File: config.mk
export PLATFORM = sky130hd
export DESIGN_NAME = bcd_clock_to_unix_epoch_top
export DESIGN_NICKNAME = d
export VERILOG_FILES = /design/src/rtl/btue_pkg.sv /design/src/rtl/btue_decode.sv /design/src/rtl/btue_days.sv /design/src/rtl/btue_scale.sv /design/src/rtl/bcd_clock_to_unix_epoch_top.sv
export VERILOG_INCLUDE_DIRS = /design/src /design/src/rtl
export SDC_FILE = /design/constraint.sdc
export NUM_CORES = 1
export LEC_CHECK = 0
export BUFFER_PORTS_ARGS = -buffer_cell sky130_fd_sc_hd__clkbuf_2
export CAP_MARGIN = 30
export CORE_MARGIN = 3
export CORE_UTILIZATION = 60
export DETAILED_ROUTE_END_ITERATION = 8
export PLACE_DENSITY = 0.82
export REMOVE_ABC_BUFFERS = 1
export SLEW_MARGIN = 5
export SYNTH_ARGS = -nofsm -noshare
export SYNTH_HDL_FRONTEND = slang
export SYNTH_HIERARCHICAL = 1
export SYNTH_SLANG_ARGS = --single-unit
File: constraint.sdc
create_clock -name clk -period 6 [get_ports clk]
set_clock_uncertainty 0.05 [all_clocks]
set_input_delay 0.9 -clock clk [delete_from_list [all_inputs] [get_ports clk]]
set_output_delay 0.9 -clock clk [all_outputs]
set_load 0.02 [all_outputs]
File: src/rtl/bcd_clock_to_unix_epoch_top_assert.svh
// Assertion macros shared by the RTL. Expect clk and arst_n in scope.
`ifndef BCD_CLOCK_TO_UNIX_EPOCH_TOP_ASSERT_SVH
`define BCD_CLOCK_TO_UNIX_EPOCH_TOP_ASSERT_SVH

// Same-cycle implication.
`define BTUE_ASSERT_IMP(label, ante, cons) \
	label: assert property (@(posedge clk) disable iff (!arst_n) (ante) |-> (cons)) \
		else $error("btue assertion failed");

// Implication after a fixed number of cycles.
`define BTUE_ASSERT_LAT(label, ante, n, cons) \
	label: assert property (@(posedge clk) disable iff (!arst_n) (ante) |-> ##n (cons)) \
		else $error("btue latency assertion failed");

`endif

File: src/rtl/btue_pkg.sv
`timescale 1ns / 1ps
package btue_pkg;

	localparam logic [2:0] ST_OK       = 3'd0;
	localparam logic [2:0] ST_ABSENT   = 3'd1;
	localparam logic [2:0] ST_READFAIL = 3'd2;
	localparam logic [2:0] ST_VLOW     = 3'd3;
	localparam logic [2:0] ST_YEAR     = 3'd4;

	localparam logic [1:0] CFG_CHIP_PRESENT = 2'd0;
	localparam logic [1:0] CFG_MIN_YEAR     = 2'd1;
	localparam logic [1:0] CFG_YEAR_LIMIT   = 2'd2;

	localparam int YEAR_W = 12;

	typedef struct packed {
		logic       read_ok;
		logic [7:0] seconds_reg;
		logic [7:0] minutes_reg;
		logic [7:0] hours_reg;
		logic [7:0] day_reg;
		logic [7:0] month_reg;
		logic [7:0] year_reg;
	} snap_t;

	typedef struct packed {
		logic [31:0] epoch_seconds;
		logic [2:0]  status;
		logic        voltage_low;
	} result_t;

	typedef struct packed {
		logic              chip_present;
		logic [YEAR_W-1:0] min_year;
		logic [YEAR_W-1:0] year_limit;
	} cfg_t;

	// after decode
	typedef struct packed {
		logic [2:0]        status;
		logic              vlow;
		logic [YEAR_W-1:0] year_adj;
		logic [4:0]        shifted;
		logic [5:0]        mday;
		logic [5:0]        hour;
		logic [6:0]        minute;
		logic [6:0]        second;
	} dec_t;

	// products of the year
	typedef struct packed {
		logic [2:0]  status;
		logic        vlow;
		logic [19:0] y365;
		logic [9:0]  y4;
		logic [5:0]  y100;
		logic [9:0]  doyb;
		logic [17:0] tod;
	} mid_t;

	typedef struct packed {
		logic [2:0]         status;
		logic               vlow;
		logic signed [17:0] days;
		logic [17:0]        tod;
	} sum_t;

	function automatic logic [7:0] bcd_val(input logic [7:0] b);
		logic [7:0] hi;
		hi = {4'd0, b[7:4]};
		return (hi << 3) + (hi << 1) + {4'd0, b[3:0]};
	endfunction

	// (153 * s + 2) / 5 for a March-based month offset s
	function automatic logic [9:0] doy_off(input logic [4:0] s);
		logic [9:0] v;
		case (s)
			5'd0:    v = 10'd0;
			5'd1:    v = 10'd31;
			5'd2:    v = 10'd61;
			5'd3:    v = 10'd92;
			5'd4:    v = 10'd122;
			5'd5:    v = 10'd153;
			5'd6:    v = 10'd184;
			5'd7:    v = 10'd214;
			5'd8:    v = 10'd245;
			5'd9:    v = 10'd275;
			5'd10:   v = 10'd306;
			5'd11:   v = 10'd337;
			5'd12:   v = 10'd367;
			5'd13:   v = 10'd398;
			5'd14:   v = 10'd428;
			5'd15:   v = 10'd459;
			5'd16:   v = 10'd490;
			5'd17:   v = 10'd520;
			5'd18:   v = 10'd551;
			5'd19:   v = 10'd581;
			5'd20:   v = 10'd612;
			5'd21:   v = 10'd643;
			5'd22:   v = 10'd673;
			default: v = 10'd0;
		endcase
		return v;
	endfunction

endpackage

File: src/rtl/btue_decode.sv
`timescale 1ns / 1ps
module btue_decode import btue_pkg::*; (
	input  logic  clk,
	input  logic  arst_n,
	input  logic  valid,
	input  snap_t snap,
	input  cfg_t  cfg,
	output logic  valid_s1,
	output dec_t  dec_s1
);

	logic [7:0]        sec8, min8, hour8, day8, mon8, yr8;
	logic [YEAR_W-1:0] year_full;
	logic [4:0]        mon;
	logic              early;
	dec_t              dec;

	always_comb begin
		sec8  = bcd_val({1'b0, snap.seconds_reg[6:0]});
		min8  = bcd_val({1'b0, snap.minutes_reg[6:0]});
		hour8 = bcd_val({2'b0, snap.hours_reg[5:0]});
		day8  = bcd_val({2'b0, snap.day_reg[5:0]});
		mon8  = bcd_val({3'b0, snap.month_reg[4:0]});
		yr8   = bcd_val(snap.year_reg);
		// century bit set means 19xx
		year_full = {4'd0, yr8} + (snap.month_reg[7] ? 12'd1900 : 12'd2000);
		mon   = mon8[4:0];
		early = (mon <= 5'd2);

		dec.year_adj = year_full - {11'd0, early};
		dec.shifted  = early ? (mon + 5'd9) : (mon - 5'd3);
		dec.mday     = day8[5:0];
		dec.hour     = hour8[5:0];
		dec.minute   = min8[6:0];
		dec.second   = sec8[6:0];
		dec.vlow     = cfg.chip_present & snap.read_ok & snap.seconds_reg[7];

		if (!cfg.chip_present) begin
			dec.status = ST_ABSENT;
		end else if (!snap.read_ok) begin
			dec.status = ST_READFAIL;
		end else if (snap.seconds_reg[7]) begin
			dec.status = ST_VLOW;
		end else if (year_full < cfg.min_year || year_full >= cfg.year_limit) begin
			dec.status = ST_YEAR;
		end else begin
			dec.status = ST_OK;
		end
	end

	always_ff @(posedge clk or negedge arst_n) begin
		if (!arst_n) begin
			valid_s1 <= 1'b0;
		end else begin
			valid_s1 <= valid;
		end
	end

	always_ff @(posedge clk) begin
		dec_s1 <= dec;
	end

endmodule

File: src/rtl/btue_days.sv
`timescale 1ns / 1ps
module btue_days import btue_pkg::*; (
	input  logic clk,
	input  logic arst_n,
	input  logic valid_s1,
	input  dec_t dec_s1,
	output logic valid_s3,
	output sum_t sum_s3
);

	// floor(y / 100) = (y * 5243) >> 19 for any 12-bit y
	localparam logic [24:0] RECIP_100 = 25'd5243;
	// 1970-01-01 offset plus the day-of-month minus one
	localparam logic [20:0] DAY_BIAS = 21'd719469;

	logic [24:0] y_prod;
	logic [19:0] y365;
	logic [17:0] tod;
	logic        valid_s2;
	mid_t        mid_s2;
	logic [20:0] day_sum;

	assign y_prod = {13'd0, dec_s1.year_adj} * RECIP_100;
	assign y365   = {8'd0, dec_s1.year_adj} * 20'd365;
	assign tod    = {12'd0, dec_s1.hour} * 18'd3600 + {11'd0, dec_s1.minute} * 18'd60
		+ {11'd0, dec_s1.second};

	always_ff @(posedge clk or negedge arst_n) begin
		if (!arst_n) begin
			valid_s2 <= 1'b0;
			valid_s3 <= 1'b0;
		end else begin
			valid_s2 <= valid_s1;
			valid_s3 <= valid_s2;
		end
	end

	always_ff @(posedge clk) begin
		mid_s2.status <= dec_s1.status;
		mid_s2.vlow   <= dec_s1.vlow;
		mid_s2.y365   <= y365;
		mid_s2.y4     <= dec_s1.year_adj[11:2];
		mid_s2.y100   <= y_prod[24:19];
		mid_s2.doyb   <= doy_off(dec_s1.shifted) + {4'd0, dec_s1.mday};
		mid_s2.tod    <= tod;
	end

	// y/400 is (y/100)/4; the true day count fits 18 signed bits
	assign day_sum = {1'b0, mid_s2.y365} + {11'd0, mid_s2.y4} + {17'd0, mid_s2.y100[5:2]}
		+ {11'd0, mid_s2.doyb} - {15'd0, mid_s2.y100} - DAY_BIAS;

	always_ff @(posedge clk) begin
		sum_s3.status <= mid_s2.status;
		sum_s3.vlow   <= mid_s2.vlow;
		sum_s3.days   <= signed'(day_sum[17:0]);
		sum_s3.tod    <= mid_s2.tod;
	end

endmodule

File: src/rtl/btue_scale.sv
`timescale 1ns / 1ps
module btue_scale import btue_pkg::*; (
	input  logic    clk,
	input  logic    arst_n,
	input  logic    valid_s3,
	input  sum_t    sum_s3,
	output logic    done_q,
	output result_t result_q
);

	logic [31:0] days_ext;
	logic [31:0] total;

	// wraps modulo 2^32 like the epoch field
	assign days_ext = {{14{sum_s3.days[17]}}, sum_s3.days};
	assign total    = 32'(days_ext * 32'd86400) + {14'd0, sum_s3.tod};

	always_ff @(posedge clk or negedge arst_n) begin
		if (!arst_n) begin
			done_q <= 1'b0;
		end else begin
			done_q <= valid_s3;
		end
	end

	always_ff @(posedge clk) begin
		result_q.epoch_seconds <= (sum_s3.status == ST_OK) ? total : 32'd0;
		result_q.status        <= sum_s3.status;
		result_q.voltage_low   <= sum_s3.vlow;
	end

endmodule

File: src/rtl/bcd_clock_to_unix_epoch_top.sv
`timescale 1ns / 1ps
// RTC snapshot to Unix epoch converter.
// Input channel: drive snap with the raw BCD clock registers and read_ok, and
// pulse start. An item is taken at every clock edge where start is high and
// busy is low; busy is always low, so a new snapshot may enter every cycle.
// Result channel: done is high for one cycle with result valid in that same
// cycle. There is no back-pressure; the receiver must take it then.
// Pipeline: an accepted item passes through four registered stages (decode,
// year products, day sum, scale to seconds) before its result is on the
// ports. Throughput is one item per cycle, set by the four-stage pipeline.
// Config: cfg_we with cfg_index (0 chip_present, 1 min_year, 2 year_limit)
// and cfg_wdata writes a register at the clock edge; other indexes are
// ignored. Write only while no item is in flight.
// Reset: arst_n clears the pipeline valids and loads chip_present 0,
// min_year 2024, year_limit 2100. Items in flight at reset are dropped.
`include "bcd_clock_to_unix_epoch_top_assert.svh"
module bcd_clock_to_unix_epoch_top import btue_pkg::*; (
	input  logic              clk,
	input  logic              arst_n,
	input  logic              start,
	output logic              busy,
	input  snap_t             snap,
	output logic              done,
	output result_t           result,
	input  logic              cfg_we,
	input  logic [1:0]        cfg_index,
	input  logic [YEAR_W-1:0] cfg_wdata
);

	localparam int PIPE_DEPTH = 4;

	logic              chip_present_q;
	logic [YEAR_W-1:0] min_year_q;
	logic [YEAR_W-1:0] year_limit_q;
	cfg_t              cfg;
	logic              valid_s1;
	dec_t              dec_s1;
	logic              valid_s3;
	sum_t              sum_s3;

	assign busy = 1'b0;

	always_ff @(posedge clk or negedge arst_n) begin
		if (!arst_n) begin
			chip_present_q <= 1'b0;
			min_year_q     <= 12'd2024;
			year_limit_q   <= 12'd2100;
		end else if (cfg_we) begin
			case (cfg_index)
				CFG_CHIP_PRESENT: chip_present_q <= cfg_wdata[0];
				CFG_MIN_YEAR:     min_year_q     <= cfg_wdata;
				CFG_YEAR_LIMIT:   year_limit_q   <= cfg_wdata;
				default: ;
			endcase
		end
	end

	assign cfg.chip_present = chip_present_q;
	assign cfg.min_year     = min_year_q;
	assign cfg.year_limit   = year_limit_q;

	btue_decode u_decode (
		.clk      (clk),
		.arst_n   (arst_n),
		.valid    (start & ~busy),
		.snap     (snap),
		.cfg      (cfg),
		.valid_s1 (valid_s1),
		.dec_s1   (dec_s1)
	);

	btue_days u_days (
		.clk      (clk),
		.arst_n   (arst_n),
		.valid_s1 (valid_s1),
		.dec_s1   (dec_s1),
		.valid_s3 (valid_s3),
		.sum_s3   (sum_s3)
	);

	btue_scale u_scale (
		.clk      (clk),
		.arst_n   (arst_n),
		.valid_s3 (valid_s3),
		.sum_s3   (sum_s3),
		.done_q   (done),
		.result_q (result)
	);

	`BTUE_ASSERT_LAT(a_item_latency, start && !busy, PIPE_DEPTH, done)
	`BTUE_ASSERT_LAT(a_no_spurious_done, !(start && !busy), PIPE_DEPTH, !done)
	`BTUE_ASSERT_IMP(a_epoch_zero_on_error, done && (result.status != ST_OK), result.epoch_seconds == 32'd0)
	`BTUE_ASSERT_IMP(a_vlow_gated, done && (result.status == ST_ABSENT || result.status == ST_READFAIL), !result.voltage_low)

endmodule

==> impl_results.md, run 1 <==
- CTS Buffer Depth: 3
- Maxcap violations: 0
- Main synth FF type: dfxtp_1
- Min cycle time layout: 5.391 ns
- Num ports: 105
- Post-synthesis cell area: 0.01980 sq mm
- Worst path buffer plus inverter count: 2
- Area growth, synth to finish: 8.910%
- Worst Reg-to-Reg Cells: 19
- Post-synth cell types: 94
- CTS tree: yes
- Synth area leaders: ha_1 (23%), dfxtp_1 (19%), fa_1 (18%)
- Core Rows: 65
- Core area: 0.03204 sq mm
- Worst skew pair latency: 0.54 ns
- FMAX: 0.1855 GHz
- Placer congestion estimate: 0.8603
- Drc violations: 0
- Pre-antenna DRT Iters: 5
- Final hold violation count: 0
- Clock transition at path regs: 0.06 ns
- Post-DP HPWL: 32,550 um
- Crit-path slowest cell: ha_1
- Die X: 187.7 um
- RSZ-0062 raised after global routing: no
- Share of layout cells above drive strength 1: 0.1066
- Top-area cell type share of the netlist area: 0.2294
- TNS Setup: 0 ns
- Crit path DAT: 5.81 ns
- Die Height: 187.7 um
- Initial Utilization: 0.6179
- Crit Path Class: reg -> reg
- Initial DRC Count: 545
- Count leader, synth: inv_1
- Most Crowded Layer GR: met2
- Num CTS Buffers: 24
- Pin count of the biggest net entering global routing: 30
- Stages on worst setup path: 19
- Cts hold-fix bufs: 0
- Outcome: finished, final reports clean
- CTS sink count: 218
- Vias in the first global route: 14,730
- Post-synthesis cell count: 1,997
- Global Route met2 Usage: 0.4295
- Crit Path Max Fanout: 11
- Avg Cell Area, Syn: 9.915 sq um
- Yosys reg bits: 218
- Antenna violations before repair: 0
- CP max stage delay: 0.50 ns
- EDFF count, synth: 0
- Post-CTS sizing: 0
- Final ANT Viol Nets: 0
- Vias: 13,730
- Setup violators final: 0
- Startpoint Class: register
- Post-Route WL: 39,300 um
- Vias per inst: 5.372
- Relative slew slack: 0.4634
- Synth cell count leaders: inv_1 (403), ha_1 (363), dfxtp_1 (189)
- Sequential fraction of the synthesis area: 0.2284
- Worst hold stages: 0
- Final max-slew violation count: 0
- H-Tree Depth: 1
- Worst hold path class: reg -> reg
- Crit-path cells: ha_1 -> xor2_1 -> ha_1 -> a21o_1 -> fa_1 -> ha_1 -> inv_1 -> fa_1 -> inv_1 -> ha_1 -> a21oi_1 -> o21ai_2 -> o21ai_0 -> a21o_1 -> a211oi_1 -> nand3_2 -> nor4b_2 -> and2b_1 -> mux2i_1
- Met3 Resource Use GR: 0.03477
- Met1 Use GR: 0.2678
- Fillers: 2,399
- Top cell type by total area after synthesis: ha_1
- Worst path most repeated cell: ha_1
- Family with the most delay on the worst path: adder cells
- Async SR Flop Fraction: 0.1330
- Die Area: 0.03522 sq mm
- N_diodes: 0
- IO Port Bufs: 96
- Global-route wire length before repair: 67,880 um
- Root cell of the clock tree: clkbuf_16
- Worst Tran Pin Value: 0.8048 ns
- Wire per inst: 15.38 um
- Worst Path Required: 6.42 ns
- Worst Setup End Kind: register
- Post-layout util: 0.6730
- Nets: 2,710
- Yosys warning count: 6
- GR Util All Layers: 0.2287
- Total gr overflow: 0
- Fraction of the cycle the final worst path needs: 0.8986
- Multi-input logic area: 0.01366 sq mm
- Register area: 0.004523 sq mm
- Buffer count from post-CTS setup fixing: 0
==> cell usage in the layout, fill, tap and decap left out, types with 11 or more instances in the layout <==
cell type,Yosys,final
nand2_1,71,71
fa_1,177,177
mux2_4,20,20
a21oi_1,107,107
xnor2_1,82,82
xor2_1,49,49
or3_1,13,13
clkbuf_16,0,24
nor2_1,81,81
dfxtp_1,189,189
nand2b_1,15,15
o21ai_0,64,64
clkbuf_2,0,96
and2_1,16,16
o211ai_1,13,13
dfrtp_1,18,18
a211oi_1,19,19
nor2b_1,16,16
inv_1,403,403
o21bai_1,13,13
nand3_1,17,17
nor3_1,26,26
dfstp_2,11,11
ha_1,363,363
a21o_1,43,43
nand4_1,11,11
==> area by class of cell <==
type,instances,area share
well taps,435,0.02524
repair buffers,99,0.02332
clock buffers,32,0.03203
inverters,403,0.07015
clock inverters,12,0.006150
multi-input cells,1357,0.6334
flip-flops and latches,218,0.2097
==> kinds of logic (layout without fill, tap and decap cells) <==
family,Yosys count,after routing,synth area share
fa+ha+maj,541,541,0.4088
other cells,1,1,0.0001894
mux,29,29,0.02009
compound gates,336,336,0.1149
xor+xnor,132,132,0.05877
flops,218,218,0.2284
simple gates,318,318,0.08702
buf+inv,422,546,0.08177
==> stage by stage <==
stage,cells,instance area [sq um],hold WS (ns),worst slack (ns)
6_report,2556,21560,0.2724,0.6086
5_1_grt,2556,21560,0.2787,0.2922
3_5_place_dp,2512,20740,0.2621,0.6885
3_3_place_gp,2512,20740,0.2597,0.7366
4_1_cts,2556,21560,0.2761,0.6703
2_1_floorplan,1978,19690,0.2596,1.324
==> final timing paths <==
check	from	to	slack, ns
hold / removal	u_days/mid_s2[0]$_DFF_P_	u_days/sum_s3[0]$_DFF_P_	0.27
hold reg to reg	u_days/mid_s2[0]$_DFF_P_	u_days/sum_s3[0]$_DFF_P_	0.27
setup / recovery	u_days/sum_s3[22]$_DFF_P_	u_scale/result_q[34]$_SDFF_PP0_	0.61
setup reg to reg	u_days/sum_s3[22]$_DFF_P_	u_scale/result_q[34]$_SDFF_PP0_	0.61
max in group asynchronous	arst_n	year_limit_q[8]$_DFFE_PN0P_	5.09
min in group asynchronous	arst_n	min_year_q[2]$_DFFE_PN0P_	0.35
==> sequential cells by signal (all words and copies together) (netlist names) <==
register and cells:
u_scale/result_q 36, chip_present_q 1, u_days/mid_s2 66, u_days/sum_s3 40, u_days/valid_s3 1, u_scale/done_q 1, year_limit_q 12, u_decode/dec_s1 47
u_decode/valid_s1 1, min_year_q 12, u_days/valid_s2 1
==> per-layer routing <==
layer	part of all wire	vias up
met3	0.033	78
met1	0.42	6598
met2	0.51	229
met5	0	-
li1	-	6825
met4	0.029	0
==> worst reg2reg max path, stage by stage (launching register included) <==
cell and delay (ns):
dfxtp_1 0.45, ha_1 0.31, xor2_1 0.15, ha_1 0.19, a21o_1 0.17, fa_1 0.45
ha_1 0.29, inv_1 0.05, fa_1 0.48, inv_1 0.04, ha_1 0.50, a21oi_1 0.24
o21ai_2 0.30, o21ai_0 0.13, a21o_1 0.16, a211oi_1 0.43, nand3_2 0.20, nor4b_2 0.38
and2b_1 0.19, mux2i_1 0.17
Power of run 1 is left out: the tool's default activity adds up to more than one toggle a clock period on the data nets, which glitch-free logic cannot reach.
==> run 2: changes to the inputs <==
- MAX_ROUTING_LAYER: unset -> met4
==> impl_results.md, run 2 (synthesis gave the netlist of run 1 again) <==
- Outcome: finished, final reports clean
- Clock transition at path regs: 0.06 ns (about the same)
- IO Port Bufs: 96 (unchanged)
- Post-DP HPWL: 33,430 um (+2.7%)
- CTS sink count: 218 (unchanged)
- Largest registers: u_days/mid_s2: 66 flops, u_decode/dec_s1: 47 flops, u_days/sum_s3: 40 flops
- Post-Route WL: 40,380 um (+2.7%)
- Post-CTS sizing: 0 (unchanged)
- Fraction of the cycle the final worst path needs: 0.8919 (-0.006696)
- Total gr overflow: 0 (unchanged)
- Final max-slew violation count: 0 (unchanged)
- Multi-input logic area: 0.01366 sq mm (unchanged)
- N_diodes: 0 (unchanged)
- Nets: 2,710 (unchanged)
- Pin count of the biggest net entering global routing: 30 (unchanged)
- CP max stage delay: 0.47 ns (-0.03 ns)
- H-Tree Depth: 1 (unchanged)
- Crit Path Max Fanout: 11 (unchanged)
- Core Rows: 65 (unchanged)
- Maxcap violations: 0 (unchanged)
- Root cell of the clock tree: clkbuf_16
- Worst Path Required: 6.40 ns (-0.02 ns)
- GR Util All Layers: 0.2391 (+0.01046)
- Worst hold path class: reg -> reg
- Worst Tran Pin Value: 0.7538 ns (-0.05109 ns)
- Crit-path slowest cell: fa_1
- Drc violations: 0 (unchanged)
- Core area: 0.03204 sq mm (unchanged)
- Placer congestion estimate: 0.9378 (+9.0%)
- Die Area: 0.03522 sq mm (unchanged)
- Antenna violations before repair: 0 (unchanged)
- Final ANT Viol Nets: 0 (unchanged)
- Crit Path Class: reg -> reg
- Vias per inst: 5.379 (+0.14%)
- Worst path most repeated cell: ha_1
- Initial DRC Count: 532 (-2.4%)
- Num CTS Buffers: 24 (unchanged)
- Num ports: 105 (unchanged)
- Vias: 13,740 (+0.10%)
- Largest Register: u_days/mid_s2
- Final hold violation count: 0 (unchanged)
- Global-route wire length before repair: 68,750 um (+1.3%)
- Worst setup margin: 0.6488 ns (+0.04018 ns)
- Commonest non-fill, non-tap cell in the layout: inv_1
- RSZ-0062 raised after global routing: no
- Most frequent cells in the layout: inv_1 (403), ha_1 (363), dfxtp_1 (189)
- Max reg flops: 66 (unchanged)
- CTS tree: yes
- Wire per inst: 15.80 um (+2.8%)
- Register area: 0.004523 sq mm (unchanged)
- Cts hold-fix bufs: 0 (unchanged)
- Worst skew pair latency: 0.52 ns (-0.02 ns)
- Min cycle time layout: 5.351 ns (-0.04018 ns)
- Startpoint Class: register
- Design area: 0.02164 sq mm (+0.33%)
- TNS Setup: 0 ns (unchanged)
- Worst Setup End Kind: register
- Setup violators final: 0 (unchanged)
- CTS Buffer Depth: 3 (unchanged)
- Die X: 187.7 um (unchanged)
- Place WS: 0.6812 ns (-0.007282 ns)
- Worst Reg-to-Reg Cells: 19 (unchanged)
- Area post-placement: 0.02074 sq mm (unchanged)
- Die Height: 187.7 um (unchanged)
- Area growth, synth to finish: 9.270%
- Fillers: 2,439 (+1.7%)
- Worst hold stages: 0 (unchanged)
- Vias in the first global route: 14,650 (-0.48%)
- Crit-path cells: ha_1 -> xor2_1 -> ha_1 -> a21o_1 -> fa_1 -> ha_1 -> inv_1 -> fa_1 -> inv_1 -> ha_1 -> a21oi_1 -> o21ai_2 -> o21ai_0 -> a21o_1 -> a211oi_1 -> nand3_2 -> nor4b_2 -> and2b_1 -> mux2i_1
- Relative slew slack: 0.4975 (+0.03406)
- FMAX: 0.1869 GHz (+0.75%)
- Crit path DAT: 5.75 ns (-0.06 ns)
- Share of layout cells above drive strength 1: 0.1071 (+0.0005220)
- Pre-antenna DRT Iters: 5 (unchanged)
- Initial Utilization: 0.6179 (unchanged)
- Buffer count from post-CTS setup fixing: 0 (unchanged)
==> run 2: cell count changes in the layout (fill, tap and decap cells not counted), sizes merged <==
cell / previous run / this run
clkinv: 10 / 4
inv: 403 / 404
clkinvlp: 0 / 3
clkbuf: 128 / 127
bufinv: 2 / 4
==> run 2: per-layer routing <==
| metal | vias to the layer above | track usage | part of all wire |
|---|---|---|---|
| li1 | 6827 | - | - |
| met5 | - | - | 0 |
| met4 | 0 | 0.06205 | 0.025 |
| met2 | 245 | 0.4396 | 0.52 |
| met3 | 68 | 0.02711 | 0.030 |
| met1 | 6604 | 0.2776 | 0.42 |
==> run 2: final timing paths <==
check                                          startpoint                         endpoint  slack, ns
max in group asynchronous                          arst_n      u_decode/valid_s1$_DFF_PN0_       5.09
max reg2reg                     u_days/sum_s3[22]$_DFF_P_  u_scale/result_q[34]$_SDFF_PP0_       0.65
min                        u_decode/dec_s1[44]$_SDFF_PN1_        u_days/mid_s2[65]$_DFF_P_       0.27
min reg2reg                u_decode/dec_s1[44]$_SDFF_PN1_        u_days/mid_s2[65]$_DFF_P_       0.27
min in group asynchronous                          arst_n        min_year_q[0]$_DFFE_PN0P_       0.37
max                             u_days/sum_s3[22]$_DFF_P_  u_scale/result_q[34]$_SDFF_PP0_       0.65
==> run 2: through the flow <==
stage,hold WS (ns),utilization,std cells
after global routing,0.2765,0.6752,2555
after CTS,0.2716,0.6752,2555
after detailed placement,0.2621,0.6473,2512
after global placement,0.2599,0.6473,2512
after floorplan,0.2596,-,1978
final,0.2719,0.6752,2555
==> run 2: layout make-up <==
type	instances	share of cell area
sequential	218	0.2091
timing repair buffer	99	0.02325
clock buffer	31	0.03273
inverter	403	0.06992
multi-input combinational	1357	0.6313
clock inverter	12	0.008617
tap	435	0.02516
==> run 2: worst max-delay path: cells and delay by family (launching register included) <==
| family | cells | cell delay, ns |
|---|---|---|
| simple gates | 3 | 0.77 |
| compound gates | 6 | 1.36 |
| flops | 1 | 0.46 |
| xor+xnor | 1 | 0.16 |
| buf+inv | 2 | 0.09 |
| fa+ha+maj | 6 | 2.21 |
| mux | 1 | 0.18 |
Power of run 2 is left out for the same reason.
==> run 3: changes to the inputs <==
- CELL_PAD_IN_SITES_DETAIL_PLACEMENT: unset -> 0
- CELL_PAD_IN_SITES_GLOBAL_PLACEMENT: unset -> 1
- CORE_UTILIZATION: 60 -> 50
- PLACE_DENSITY: 0.82 -> 0.86
==> impl_results.md, run 3 (synthesis gave the netlist of run 1 again) <==
- Crit Path Class: reg -> reg
- Family with the most delay on the worst path: adder cells
- IO Port Bufs: 96 (unchanged)
- GR Util All Layers: 0.1981 (-0.04103)
- TNS Setup: 0 ns (unchanged)
- Crit path DAT: 5.66 ns (-0.09 ns)
- Pre-antenna DRT Iters: 6 (+1)
- Post-CTS sizing: 0 (unchanged)
- CTS tree: yes
- Buffer count from post-CTS setup fixing: 0 (unchanged)
- Num ports: 105 (unchanged)
- Worst Reg-to-Reg Cells: 19 (unchanged)
- Stages on worst setup path: 19 (unchanged)
- Crit-path slowest cell: fa_1
- CTS Buffer Depth: 3 (unchanged)
- H-Tree Depth: 1 (unchanged)
- Worst hold path class: reg -> reg
- Initial Utilization: 0.5088 (-0.1091)
- Die X: 205 um (+9.2%)
- Root cell of the clock tree: clkbuf_16
- Worst Tran Pin Value: 0.7148 ns (-0.03899 ns)
- Share of layout cells above drive strength 1: 0.1082 (+0.001109)
- Global-route wire length before repair: 66,910 um (-2.7%)
- Clock transition at path regs: 0.06 ns (about the same)
- Pin count of the biggest net entering global routing: 30 (unchanged)
- Commonest non-fill, non-tap cell in the layout: inv_1
- Die Area: 0.04203 sq mm (+19%)
- Fraction of the cycle the final worst path needs: 0.8711 (-0.02077)
- Final ANT Viol Nets: 0 (unchanged)
- Crit Path Max Fanout: 11 (unchanged)
- Worst path most repeated cell: ha_1
- Cts hold-fix bufs: 0 (unchanged)
- Antenna violations before repair: 1 (+1)
- Nets: 2,715 (+0.18%)
- Num CTS Buffers: 26 (+8.3%)
- Drc violations: 0 (unchanged)
- Final hold violation count: 0 (unchanged)
- Vias per inst: 5.110 (-5.0%)
- Post-Route WL: 39,150 um (-3.0%)
- Worst Setup End Kind: register
- Vias in the first global route: 14,170 (-3.3%)
- Maxcap violations: 0 (unchanged)
- Max reg flops: 66 (unchanged)
- Most frequent cells in the layout: inv_1 (403), ha_1 (363), dfxtp_1 (189)
- Post-DP HPWL: 32,910 um (-1.5%)
- Worst path buffer plus inverter count: 2 (unchanged)
- Min cycle time layout: 5.227 ns (-0.1246 ns)
- Initial DRC Count: 500 (-6.0%)
- Crit-path cells: ha_1 -> xor2_1 -> ha_1 -> a21o_1 -> fa_1 -> ha_1 -> inv_1 -> fa_1 -> inv_1 -> ha_1 -> a21oi_1 -> o21ai_2 -> o21ai_0 -> a21o_1 -> a211oi_1 -> nand3_2 -> nor4b_2 -> and2b_1 -> mux2i_1
- Outcome: finished, final reports clean
- Relative slew slack: 0.5228 (+0.02534)
- Vias: 13,510 (-1.7%)
- Largest registers: u_days/mid_s2: 66 flops, u_decode/dec_s1: 47 flops, u_days/sum_s3: 40 flops
- Core area: 0.03892 sq mm (+21%)
- Setup violators final: 0 (unchanged)
- Worst hold stages: 0 (unchanged)
- Startpoint Class: register
- Core Rows: 72 (+11%)
- Largest Register: u_days/mid_s2
- Wire per inst: 14.81 um (-6.3%)
- N_diodes: 0 (unchanged)
- CP max stage delay: 0.48 ns (about the same)
- Worst Path Required: 6.43 ns (+0.03 ns)
- Placer congestion estimate: 0.8979 (-4.3%)
- FMAX: 0.1913 GHz (+2.4%)
- Worst skew pair latency: 0.55 ns (+0.03 ns)
- CTS sink count: 218 (unchanged)
- Total gr overflow: 0 (unchanged)
- Die Height: 205 um (+9.2%)
- RSZ-0062 raised after global routing: no
- Final max-slew violation count: 0 (unchanged)
- Area growth, synth to finish: 10.22%
run 3: layer usage:
| metal | wire (um) | share of wire | GRT usage |
|---|---|---|---|
| met5 | 0 | 0 | - |
| met4 | 1064 | 0.027 | 0.05297 |
| met3 | 1181 | 0.030 | 0.02527 |
| met2 | 19680 | 0.50 | 0.3511 |
| met1 | 17220 | 0.44 | 0.2382 |
run 3: cell type report:
cell class | instances | area (sq um)
clock inverters | 14 | 247.7
fillers | 3440 | 17090
flip-flops and latches | 218 | 4523
inverters | 403 | 1513
clock buffers | 32 | 704.4
multi-input cells | 1357 | 13660
well taps | 518 | 648.1
repair buffers | 102 | 525.5
run 3: final timing paths:
| check | start | endpoint | slack (ns) |
|---|---|---|---|
| hold / removal | u_days/mid_s2[67]$_DFF_P_ | u_days/sum_s3[39]$_DFF_P_ | 0.27 |
| min in group asynchronous | arst_n | min_year_q[4]$_DFFE_PN0P_ | 0.34 |
| max in group asynchronous | arst_n | year_limit_q[10]$_DFFE_PN0P_ | 5.10 |
| setup reg to reg | u_days/sum_s3[22]$_DFF_P_ | u_scale/result_q[34]$_SDFF_PP0_ | 0.77 |
| hold reg to reg | u_days/mid_s2[67]$_DFF_P_ | u_days/sum_s3[39]$_DFF_P_ | 0.27 |
| setup / recovery | u_days/sum_s3[22]$_DFF_P_ | u_scale/result_q[34]$_SDFF_PP0_ | 0.77 |
run 3: through the flow:
step	util	hold WS, ns	area (sq um)	instances	worst slack, ns
2_1_floorplan	-	0.2596	19690	1978	1.324
5_1_grt	0.5608	0.2768	21820	2644	0.4345
4_1_cts	0.5608	0.2731	21820	2644	0.7795
3_5_place_dp	0.5363	0.2621	20870	2598	0.8046
3_3_place_gp	0.5363	0.2605	20870	2598	0.8024
6_report	0.5608	0.2726	21820	2644	0.7734
run 3: worst register-to-register path: cells and delay by family (launching register included):
kind / cells / cell delay (ns)
AOI/OAI and AO/OA: 6 / 1.37
DFF: 1 / 0.43
xor gates and xnor gates: 1 / 0.15
and+or+nand+nor: 3 / 0.73
adders and majority gates: 6 / 2.18
buffers and inverters: 2 / 0.08
muxes: 1 / 0.16
Power of run 3 is left out for the same reason.
